<file path="config.mk">
export PLATFORM = sky130hd
export DESIGN_NAME = odd_even_transposition_sort_unit_flat
export DESIGN_NICKNAME = d
export VERILOG_FILES = /design/src/sv/oets_pkg.sv /design/src/sv/oets_in_if.sv /design/src/sv/oets_out_if.sv /design/src/sv/oets_ctrl.sv /design/src/sv/oets_datapath.sv /design/src/sv/odd_even_transposition_sort_unit.sv /design/src/flat_wrapper.sv
export SDC_FILE = /design/constraint.sdc
export NUM_CORES = 2
export LEC_CHECK = 0
export BUFFER_PORTS_ARGS = -buffer_cell sky130_fd_sc_hd__buf_2
export CAP_MARGIN = 5
export CELL_PAD_IN_SITES_DETAIL_PLACEMENT = 0
export CELL_PAD_IN_SITES_GLOBAL_PLACEMENT = 1
export CORE_ASPECT_RATIO = 1.2
export CORE_UTILIZATION = 55
export CTS_CLUSTER_DIAMETER = 200
export DETAILED_ROUTE_END_ITERATION = 12
export PLACE_DENSITY_LB_ADDON = 0.1
export SLEW_MARGIN = 20
export SYNTH_ARGS = -nofsm -noshare
export SYNTH_HDL_FRONTEND = slang
export SYNTH_HIERARCHICAL = 1
export SYNTH_SLANG_ARGS = --single-unit
</file>
<file path="constraint.sdc">
create_clock -name clk -period 16.43 [get_ports clk]
set_clock_uncertainty 0.05 [all_clocks]
set_input_delay 1.643 -clock clk [delete_from_list [all_inputs] [get_ports clk]]
set_output_delay 1.643 -clock clk [all_outputs]
set_load 0.02 [all_outputs]
</file>
<file path="src/sv/oets_pkg.sv">
// ----------------------------------------------------------------------------
// oets_pkg
// Shared types and constants of the odd-even transposition sorter.
// ----------------------------------------------------------------------------
package oets_pkg;

	localparam int DATA_W        = 32;
	localparam int MAX_ITEMS_DEF = 32;

	typedef enum logic [1:0] {
		ST_LOAD,
		ST_SORT_EVEN,
		ST_SORT_ODD,
		ST_EMIT
	} state_t;

	typedef struct packed {
		logic load;   // store the input transfer
		logic sort;   // run one compare-and-swap phase
		logic odd;    // phase select: odd pairs when set
		logic emit;   // move the lowest element to the output register
	} cmd_t;

	typedef struct packed {
		logic swapped;    // current phase swaps at least one pair
		logic last_elem;  // one element left in the store
		logic out_free;   // output register can take an element
	} status_t;

endpackage

</file>
<file path="src/sv/oets_in_if.sv">
// ----------------------------------------------------------------------------
// oets_in_if
// Element channel: one signed value per transfer, last marks end of set.
// ----------------------------------------------------------------------------
interface oets_in_if;

	logic                              valid;
	logic                              ready;
	logic signed [oets_pkg::DATA_W-1:0] value;
	logic                              last;

	modport source (output valid, output value, output last, input ready);
	modport sink   (input valid, input value, input last, output ready);

endinterface

</file>
<file path="src/sv/oets_out_if.sv">
// ----------------------------------------------------------------------------
// oets_out_if
// Result channel: sorted values in ascending order with end and drop marks.
// ----------------------------------------------------------------------------
interface oets_out_if;

	logic                              valid;
	logic                              ready;
	logic signed [oets_pkg::DATA_W-1:0] sorted_value;
	logic                              last_out;
	logic                              overflowed;

	modport source (output valid, output sorted_value, output last_out, output overflowed,
		input ready);
	modport sink   (input valid, input sorted_value, input last_out, input overflowed,
		output ready);

endinterface

</file>
<file path="src/sv/oets_ctrl.sv">
// ----------------------------------------------------------------------------
// oets_ctrl
// Sequencer: load, alternating even/odd sort phases, emission.
// ----------------------------------------------------------------------------
module oets_ctrl (
	input  logic              clk,
	input  logic              arst_n,
	input  logic              in_valid,
	input  logic              in_last,
	output logic              in_ready,
	input  oets_pkg::status_t status,
	output oets_pkg::cmd_t    cmd
);

	oets_pkg::state_t state_q, state_d;
	logic             even_swap_q;

	always_ff @(posedge clk or negedge arst_n) begin
		if (!arst_n) begin
			state_q     <= oets_pkg::ST_LOAD;
			even_swap_q <= 1'b0;
		end else begin
			state_q <= state_d;
			if (state_q == oets_pkg::ST_SORT_EVEN) begin
				even_swap_q <= status.swapped;
			end
		end
	end

	always_comb begin
		state_d = state_q;
		unique case (state_q)
			oets_pkg::ST_LOAD: begin
				if (in_valid && in_last) begin
					state_d = oets_pkg::ST_SORT_EVEN;
				end
			end
			oets_pkg::ST_SORT_EVEN: begin
				state_d = oets_pkg::ST_SORT_ODD;
			end
			oets_pkg::ST_SORT_ODD: begin
				if (even_swap_q || status.swapped) begin
					state_d = oets_pkg::ST_SORT_EVEN;
				end else begin
					state_d = oets_pkg::ST_EMIT;
				end
			end
			oets_pkg::ST_EMIT: begin
				if (status.out_free && status.last_elem) begin
					state_d = oets_pkg::ST_LOAD;
				end
			end
			default: state_d = oets_pkg::ST_LOAD;
		endcase
	end

	always_comb begin
		in_ready = 1'b0;
		cmd      = '0;
		unique case (state_q)
			oets_pkg::ST_LOAD: begin
				in_ready = 1'b1;
				cmd.load = in_valid;
			end
			oets_pkg::ST_SORT_EVEN: begin
				cmd.sort = 1'b1;
			end
			oets_pkg::ST_SORT_ODD: begin
				cmd.sort = 1'b1;
				cmd.odd  = 1'b1;
			end
			oets_pkg::ST_EMIT: begin
				cmd.emit = status.out_free;
			end
			default: cmd = '0;
		endcase
	end

endmodule

</file>
<file path="src/sv/oets_datapath.sv">
// ----------------------------------------------------------------------------
// oets_datapath
// Element row with neighbor compare-and-swap cells, count, drop flag and
// output register. Emission shifts the row down by one element.
// ----------------------------------------------------------------------------
module oets_datapath #(
	parameter int MAX_ITEMS = oets_pkg::MAX_ITEMS_DEF
) (
	input  logic                                clk,
	input  logic                                arst_n,
	input  oets_pkg::cmd_t                      cmd,
	output oets_pkg::status_t                   status,
	input  logic signed [oets_pkg::DATA_W-1:0]  value,
	output logic                                out_valid,
	input  logic                                out_ready,
	output logic signed [oets_pkg::DATA_W-1:0]  sorted_value,
	output logic                                last_out,
	output logic                                overflowed
);

	localparam int CW = $clog2(MAX_ITEMS + 1);
	localparam int IW = $clog2(MAX_ITEMS);

	logic signed [oets_pkg::DATA_W-1:0] elem_q [MAX_ITEMS];
	logic signed [oets_pkg::DATA_W-1:0] elem_d [MAX_ITEMS];
	logic [MAX_ITEMS-2:0]               swap;
	logic [CW-1:0]                      count_q;
	logic                               dropped_q;
	logic                               has_room;

	assign has_room = count_q < CW'(MAX_ITEMS);

	for (genvar i = 0; i < MAX_ITEMS - 1; i++) begin : g_pair
		localparam logic [CW-1:0] UPPER = CW'(i + 1);
		localparam bit            ODD_I = (i % 2) == 1;
		assign swap[i] = (cmd.odd == ODD_I) && (UPPER < count_q) && (elem_q[i] > elem_q[i + 1]);
	end

	for (genvar i = 0; i < MAX_ITEMS; i++) begin : g_elem
		localparam logic [IW-1:0] IDX = IW'(i);
		logic signed [oets_pkg::DATA_W-1:0] sorted_e;
		logic signed [oets_pkg::DATA_W-1:0] shifted_e;

		if (i == 0) begin : g_first
			assign sorted_e  = swap[i] ? elem_q[i + 1] : elem_q[i];
			assign shifted_e = elem_q[i + 1];
		end else if (i == MAX_ITEMS - 1) begin : g_final
			assign sorted_e  = swap[i - 1] ? elem_q[i - 1] : elem_q[i];
			assign shifted_e = elem_q[i];
		end else begin : g_mid
			assign sorted_e  = swap[i] ? elem_q[i + 1] :
				(swap[i - 1] ? elem_q[i - 1] : elem_q[i]);
			assign shifted_e = elem_q[i + 1];
		end

		always_comb begin
			priority if (cmd.load && has_room && (count_q[IW-1:0] == IDX)) begin
				elem_d[i] = value;
			end else if (cmd.sort) begin
				elem_d[i] = sorted_e;
			end else if (cmd.emit) begin
				elem_d[i] = shifted_e;
			end else begin
				elem_d[i] = elem_q[i];
			end
		end

		always_ff @(posedge clk) begin
			elem_q[i] <= elem_d[i];
		end
	end

	always_ff @(posedge clk or negedge arst_n) begin
		if (!arst_n) begin
			count_q   <= '0;
			dropped_q <= 1'b0;
		end else begin
			if (cmd.load) begin
				if (has_room) begin
					count_q <= count_q + CW'(1);
				end else begin
					dropped_q <= 1'b1;
				end
			end else if (cmd.emit) begin
				count_q <= count_q - CW'(1);
				if (status.last_elem) begin
					dropped_q <= 1'b0;
				end
			end
		end
	end

	always_ff @(posedge clk or negedge arst_n) begin
		if (!arst_n) begin
			out_valid <= 1'b0;
		end else if (cmd.emit) begin
			out_valid <= 1'b1;
		end else if (out_ready) begin
			out_valid <= 1'b0;
		end
	end

	always_ff @(posedge clk) begin
		if (cmd.emit) begin
			sorted_value <= elem_q[0];
			last_out     <= status.last_elem;
			overflowed   <= dropped_q;
		end
	end

	assign status.swapped   = |swap;
	assign status.last_elem = count_q == CW'(1);
	assign status.out_free  = !out_valid || out_ready;

endmodule

</file>
<file path="src/sv/odd_even_transposition_sort_unit.sv">
// ----------------------------------------------------------------------------
// odd_even_transposition_sort_unit
// Collects a set of signed values, sorts it ascending by odd-even
// transposition and sends the sorted set out.
//
// elements: one value per transfer; last closes the set. Ready is high only
//   while loading, one transfer per cycle. Values beyond MAX_ITEMS are
//   dropped and every result of that set carries overflowed.
// results: the set in ascending order, last_out on the final value.
// Sequence for a set of stored values: loading, then sort phases at
//   one phase per cycle over all neighbor pairs at once (even, odd, ...),
//   in even/odd rounds until a round makes no swap. Emission then follows,
//   loading the output register with one result per cycle while
//   results.ready stays high.
// A stalled receiver holds the output register; the row shifts only when
//   the register is taken. The next set can load while the final result
//   still waits.
// Reset clears the count, drop flag, output valid and sequencer; stored
//   values are not cleared.
// ----------------------------------------------------------------------------
module odd_even_transposition_sort_unit #(
	parameter int MAX_ITEMS = oets_pkg::MAX_ITEMS_DEF
) (
	input logic         clk,
	input logic         arst_n,
	oets_in_if.sink     elements,
	oets_out_if.source  results
);

	oets_pkg::cmd_t    cmd;
	oets_pkg::status_t status;

	oets_ctrl u_ctrl (
		.clk      (clk),
		.arst_n   (arst_n),
		.in_valid (elements.valid),
		.in_last  (elements.last),
		.in_ready (elements.ready),
		.status   (status),
		.cmd      (cmd)
	);

	oets_datapath #(
		.MAX_ITEMS (MAX_ITEMS)
	) u_datapath (
		.clk          (clk),
		.arst_n       (arst_n),
		.cmd          (cmd),
		.status       (status),
		.value        (elements.value),
		.out_valid    (results.valid),
		.out_ready    (results.ready),
		.sorted_value (results.sorted_value),
		.last_out     (results.last_out),
		.overflowed   (results.overflowed)
	);

	a_cmd_exclusive: assert property (@(posedge clk) disable iff (!arst_n)
		$onehot0({cmd.load, cmd.sort, cmd.emit}))
		else $error("more than one datapath command at once");

	a_no_load_while_emit: assert property (@(posedge clk) disable iff (!arst_n)
		cmd.emit |-> !elements.ready)
		else $error("element transfer possible during emission");

	a_back_to_load: assert property (@(posedge clk) disable iff (!arst_n)
		cmd.emit && status.last_elem |=> elements.ready)
		else $error("not back to loading after the final result");

	a_sort_idle_out: assert property (@(posedge clk) disable iff (!arst_n)
		cmd.sort |-> !elements.ready && !cmd.emit)
		else $error("sort phase overlaps load or emission");

endmodule
</file>
<file path="src/flat_wrapper.sv">
// flat-port wrapper written by rule: the top's interface ports become plain ports
module odd_even_transposition_sort_unit_flat 
#(
	parameter int MAX_ITEMS = oets_pkg::MAX_ITEMS_DEF
)
  (clk, arst_n, elements_valid, elements_value, elements_last, elements_ready, results_valid, results_sorted_value, results_last_out, results_overflowed, results_ready);
  oets_in_if elements_i ();
  oets_out_if results_i ();
  input logic clk;
  input logic arst_n;
  input wire logic [$bits(elements_i.valid)-1:0] elements_valid;
  input wire logic [$bits(elements_i.value)-1:0] elements_value;
  input wire logic [$bits(elements_i.last)-1:0] elements_last;
  output wire logic [$bits(elements_i.ready)-1:0] elements_ready;
  output wire logic [$bits(results_i.valid)-1:0] results_valid;
  output wire logic [$bits(results_i.sorted_value)-1:0] results_sorted_value;
  output wire logic [$bits(results_i.last_out)-1:0] results_last_out;
  output wire logic [$bits(results_i.overflowed)-1:0] results_overflowed;
  input wire logic [$bits(results_i.ready)-1:0] results_ready;
  assign elements_i.valid = elements_valid;
  assign elements_i.value = elements_value;
  assign elements_i.last = elements_last;
  assign elements_ready = elements_i.ready;
  assign results_valid = results_i.valid;
  assign results_sorted_value = results_i.sorted_value;
  assign results_last_out = results_i.last_out;
  assign results_overflowed = results_i.overflowed;
  assign results_i.ready = results_ready;
  odd_even_transposition_sort_unit #(.MAX_ITEMS(MAX_ITEMS)) u_core (.clk(clk), .arst_n(arst_n), .elements(elements_i), .results(results_i));
endmodule
</file>
==> results_dict.tcl <==
set metrics [dict create \
    detailroute.via_count 64100 \
    track_usage_pct 33.3 \
    numPortBuffers 72 \
    yosys_register_bits 1069 \
    gpl_congestion 0.941 \
    post_cts_buffers 0 \
    die_outline_area_um2 146000 \
    slew_violations 0 \
    clk-insertion-delay-late_ns 0.76 \
    number_of_endpoints_failing_setup_at_the_final_stage 0 \
    path_delay_family "compound AO/OA/AOI/OAI gates" \
    max_freq_mhz 203 \
    setup_tns_ns 0 \
    hold_class "register to register" \
    post_synth_inst_count 8804 \
    floorplan.initialDensity_pct 55.5 \
    synth.avg_cell_area_um2 9.01 \
    cts_hold_buf 0 \
    worst-endpoint-required_ns 17.06 \
    synthesis.yosys.warnings 6 \
    synthesis.nets 9844 \
    synth_edf_count 1058 \
    avgViaCountPerCell 6.02 \
    post-route-min-period_ns 4.93 \
    cts-buffers-inserted 117 \
    worst-r2r-setup-slack_ns 11.50 \
    reg2regPathDepth 14 \
    grt_antenna_before_repair 4 \
    yosys.cell_types.count 91 \
    synthToLayoutAreaGrowth_pct 7.34 \
    async_set_or_reset_flop_fraction_in_the_synthesized_netlist_pct 1.03 \
    core_area_um2 143000 \
    synth_top_cell_area_share_pct 40.0 \
    cts.path.max_buffers 3 \
    finalHoldViolCount 0 \
    post-route-period-util_pct 30.0 \
    grt_pass1_vias 59600 \
    gr-total-overflow 0 \
    antenna_nets_post_route 0 \
    cts-root-buf "sky130_fd_sc_hd__clkbuf_16" \
    worst_setup_hold_path_clk_slew_ns 0.07 \
    grt_first_pass_wirelength_um 369000 \
    post_drt_wl_per_cell_um 23.2 \
    dpl.hpwl_um 181000 \
    crit_path_start_kind "register" \
    maximum_number_of_pins_on_one_net_before_global_route_repair 67 \
    synth_sequential_area_ratio_pct 40.4 \
    critical_path.n_buffers_inverters 2 \
    top_level_ports 73 \
    path_cells "inv_1, ha_1, buf_4, a21oi_1, o21ai_0, a31oi_1, nand2b_1, mux2i_1, a2111oi_0, and4_1, nand4_1, nor2_1, a21oi_1, a2bb2oi_2" \
    drt-pass1-iter-count 6 \
    cts_resized 0 \
    die_w_um 349 \
    cp.arrival_ns 5.57 \
    run_status "finished, final reports clean" \
    timing_worst_slew_pin_value_ns 1.18 \
    worst_path_maximum_fanout 11 \
    grt_setup_unrepaired "false" \
    synth_area_leaders "sky130_fd_sc_hd__edfxtp_1 40%, sky130_fd_sc_hd__ha_1 16%, sky130_fd_sc_hd__a21oi_1 9.8%, sky130_fd_sc_hd__mux2i_1 6.9%, sky130_fd_sc_hd__nor2_1 5.5%" \
    cts_tree "built" \
    final.setup.worst_slack_ns 11.50 \
    timing.critical_path.to_type "register" \
    critical_path.most_common_cell "sky130_fd_sc_hd__a21oi_1" \
    detailedRoute.firstIterationViolations 6664 \
    slew_headroom_pct 19.2 \
    finalNetCount 9654 \
    rows 152 \
    synth_largest_area_cell "sky130_fd_sc_hd__edfxtp_1" \
    clock_net_sink_count 1069 \
    post_synth_instance_area_um2 79300 \
    cpPeakStageDelay_ns 0.79 \
    max-cap-violations 0 \
    worstSetupPathType "register to register" \
    drc 0 \
    die_height_um 418 \
    pre_cts_slack_ns 11.03 \
    final_layout_size_suffix_gt1_share_pct 6.05 \
    timing.critical_path.slowest_stage_cell "sky130_fd_sc_hd__o21ai_0" \
    routed_wl_um 247000 \
    synth_ff_type "sky130_fd_sc_hd__edfxtp_1" \
    holdPathStages 0 \
    cts.htree.levels 3 \
    timing.critical_path.depth 14 \
]
## final timing paths
check	endpoint	from
min in group asynchronous	u_core/u_ctrl/state_q[0]	arst_n
max in group asynchronous	u_core/u_datapath/count_q[0]	arst_n
worst max-delay path	u_core/u_ctrl/state_q[1]	u_core/u_datapath/count_q[1]
worst max register to register	u_core/u_ctrl/state_q[1]	u_core/u_datapath/count_q[1]
worst min-delay path	u_core/u_datapath/sorted_value[6]	u_core/u_datapath/elem_q[0][6]
worst min register to register	u_core/u_datapath/sorted_value[6]	u_core/u_datapath/elem_q[0][6]
## synth_stat cells (8+ instances only)
master and n:
sky130_fd_sc_hd__a21oi_1 1559, sky130_fd_sc_hd__nor2_1 1166, sky130_fd_sc_hd__edfxtp_1 1058, sky130_fd_sc_hd__inv_1 1045, sky130_fd_sc_hd__ha_1 1003, sky130_fd_sc_hd__mux2i_1 550, sky130_fd_sc_hd__nand2_1 510, sky130_fd_sc_hd__clkbuf_1 389
sky130_fd_sc_hd__o21ai_0 318, sky130_fd_sc_hd__nand4_1 189, sky130_fd_sc_hd__nor3_1 125, sky130_fd_sc_hd__nand3_1 97, sky130_fd_sc_hd__a21o_1 94, sky130_fd_sc_hd__buf_2 73, sky130_fd_sc_hd__mux2_2 68, sky130_fd_sc_hd__o21ai_1 64
sky130_fd_sc_hd__nor4_1 46, sky130_fd_sc_hd__o211ai_1 44, sky130_fd_sc_hd__nor2b_1 42, sky130_fd_sc_hd__and4_1 32, sky130_fd_sc_hd__a211oi_1 27, sky130_fd_sc_hd__nand2b_1 24, sky130_fd_sc_hd__a221oi_1 21, sky130_fd_sc_hd__a31oi_1 19
sky130_fd_sc_hd__o31ai_1 15, sky130_fd_sc_hd__buf_1 13, sky130_fd_sc_hd__a21boi_0 11, sky130_fd_sc_hd__dfrtp_1 11, sky130_fd_sc_hd__a2111o_1 10, sky130_fd_sc_hd__o21a_1 10, sky130_fd_sc_hd__a221o_1 9, sky130_fd_sc_hd__and3_1 8
sky130_fd_sc_hd__buf_6 8, sky130_fd_sc_hd__o211a_1 8
## cell usage in the layout, fill, tap and decap left out, types with 9 or more instances in the layout
master	n
sky130_fd_sc_hd__nand4_1	189
sky130_fd_sc_hd__nand2_4	12
sky130_fd_sc_hd__and4_1	32
sky130_fd_sc_hd__nor2_1	1162
sky130_fd_sc_hd__o31ai_1	15
sky130_fd_sc_hd__o21ai_2	12
sky130_fd_sc_hd__a31oi_1	19
sky130_fd_sc_hd__a2111o_1	10
sky130_fd_sc_hd__nor4_1	44
sky130_fd_sc_hd__nand2_2	19
sky130_fd_sc_hd__o211ai_1	44
sky130_fd_sc_hd__bufinv_16	12
sky130_fd_sc_hd__nor3_1	124
sky130_fd_sc_hd__nand2_1	480
sky130_fd_sc_hd__edfxtp_1	1058
sky130_fd_sc_hd__buf_4	104
sky130_fd_sc_hd__ha_1	1002
sky130_fd_sc_hd__clkinv_2	25
sky130_fd_sc_hd__a221o_1	9
sky130_fd_sc_hd__mux2i_1	549
sky130_fd_sc_hd__buf_2	72
sky130_fd_sc_hd__nor2b_1	42
sky130_fd_sc_hd__a21boi_0	11
sky130_fd_sc_hd__a21o_1	93
sky130_fd_sc_hd__a221oi_1	21
sky130_fd_sc_hd__dfrtp_1	11
sky130_fd_sc_hd__nand2b_1	22
sky130_fd_sc_hd__o21ai_0	308
sky130_fd_sc_hd__o21ai_1	60
sky130_fd_sc_hd__a21oi_1	1559
sky130_fd_sc_hd__o21a_1	9
sky130_fd_sc_hd__mux2_2	68
sky130_fd_sc_hd__clkinv_1	22
sky130_fd_sc_hd__clkbuf_1	20
sky130_fd_sc_hd__nand3_1	91
sky130_fd_sc_hd__a211oi_1	27
sky130_fd_sc_hd__clkbuf_16	118
sky130_fd_sc_hd__inv_1	1045
## routing by layer
metal | wire length [um] | global-route usage, % | up-vias
met1 | 107000 | 46.6 | 30200
met3 | 19000 | 4.05 | 454
met2 | 107000 | 50.4 | 2482
li1 | - | - | 30900
met4 | 13800 | 17.4 | 0
met5 | 0 | 0 | -
## cells by family (layout without fill, tap and decap cells)
group           Yosys count  count (layout)  synth area share [%]
fa+ha+maj              1003            1003                  15.8
flops                  1069            1069                  40.4
mux                     618             618                  7.90
other cells               0               1                     0
simple gates           2289            2289                  12.6
buf+inv                1536            1446                  7.47
compound gates         2279            2279                  15.7
xor+xnor                 10              10                 0.110
## flip-flops by register name, indices dropped and copies added, names as in the netlist
name and cells:
u_core/u_datapath/sorted_value 32, u_core/u_datapath/dropped_q 1, u_core/u_datapath/last_out 1, u_core/u_datapath/overflowed 1
u_core/u_datapath/count_q 6, u_core/u_ctrl/even_swap_q 1, u_core/u_ctrl/state_q 2, u_core/u_datapath/out_valid 1
u_core/u_datapath/elem_q 1024
## layout make-up
cell class | instances | area [um^2]
Tap cell | 1925 | 2410
Sequential cell | 1069 | 32000
Multi-Input combinational cell | 6199 | 41700
Fill cell | 12600 | 57900
Clock inverter | 77 | 749
Clock buffer | 142 | 3080
Antenna cell | 1 | 2.50
Timing Repair Buffer | 178 | 1190
Inverter | 1049 | 3940
## through the flow
step           hold WS (ns)  instance area, um^2  std cells  utilization [%]
3_5_place_dp          0.423                81200      10400             56.8
3_3_place_gp          0.435                81200      10400             56.8
4_1_cts               0.442                85100      10600             59.5
2_1_floorplan         0.398                79300       8804                -
5_1_grt               0.462                85200      10600             59.5
6_report              0.445                85200      10600             59.5
## worst register-to-register path: stages, from the launching register on
cell and delay (ns):
sky130_fd_sc_hd__dfrtp_1 0.50, sky130_fd_sc_hd__inv_1 0.19, sky130_fd_sc_hd__ha_1 0.53, sky130_fd_sc_hd__buf_4 0.35, sky130_fd_sc_hd__a21oi_1 0.13, sky130_fd_sc_hd__o21ai_0 0.79, sky130_fd_sc_hd__a31oi_1 0.16, sky130_fd_sc_hd__nand2b_1 0.13
sky130_fd_sc_hd__mux2i_1 0.25, sky130_fd_sc_hd__a2111oi_0 0.66, sky130_fd_sc_hd__and4_1 0.44, sky130_fd_sc_hd__nand4_1 0.25, sky130_fd_sc_hd__nor2_1 0.18, sky130_fd_sc_hd__a21oi_1 0.10, sky130_fd_sc_hd__a2bb2oi_2 0.16
Power is not shown: default switching activity piles up to over one toggle a cycle in this logic, so the estimate is an artifact.
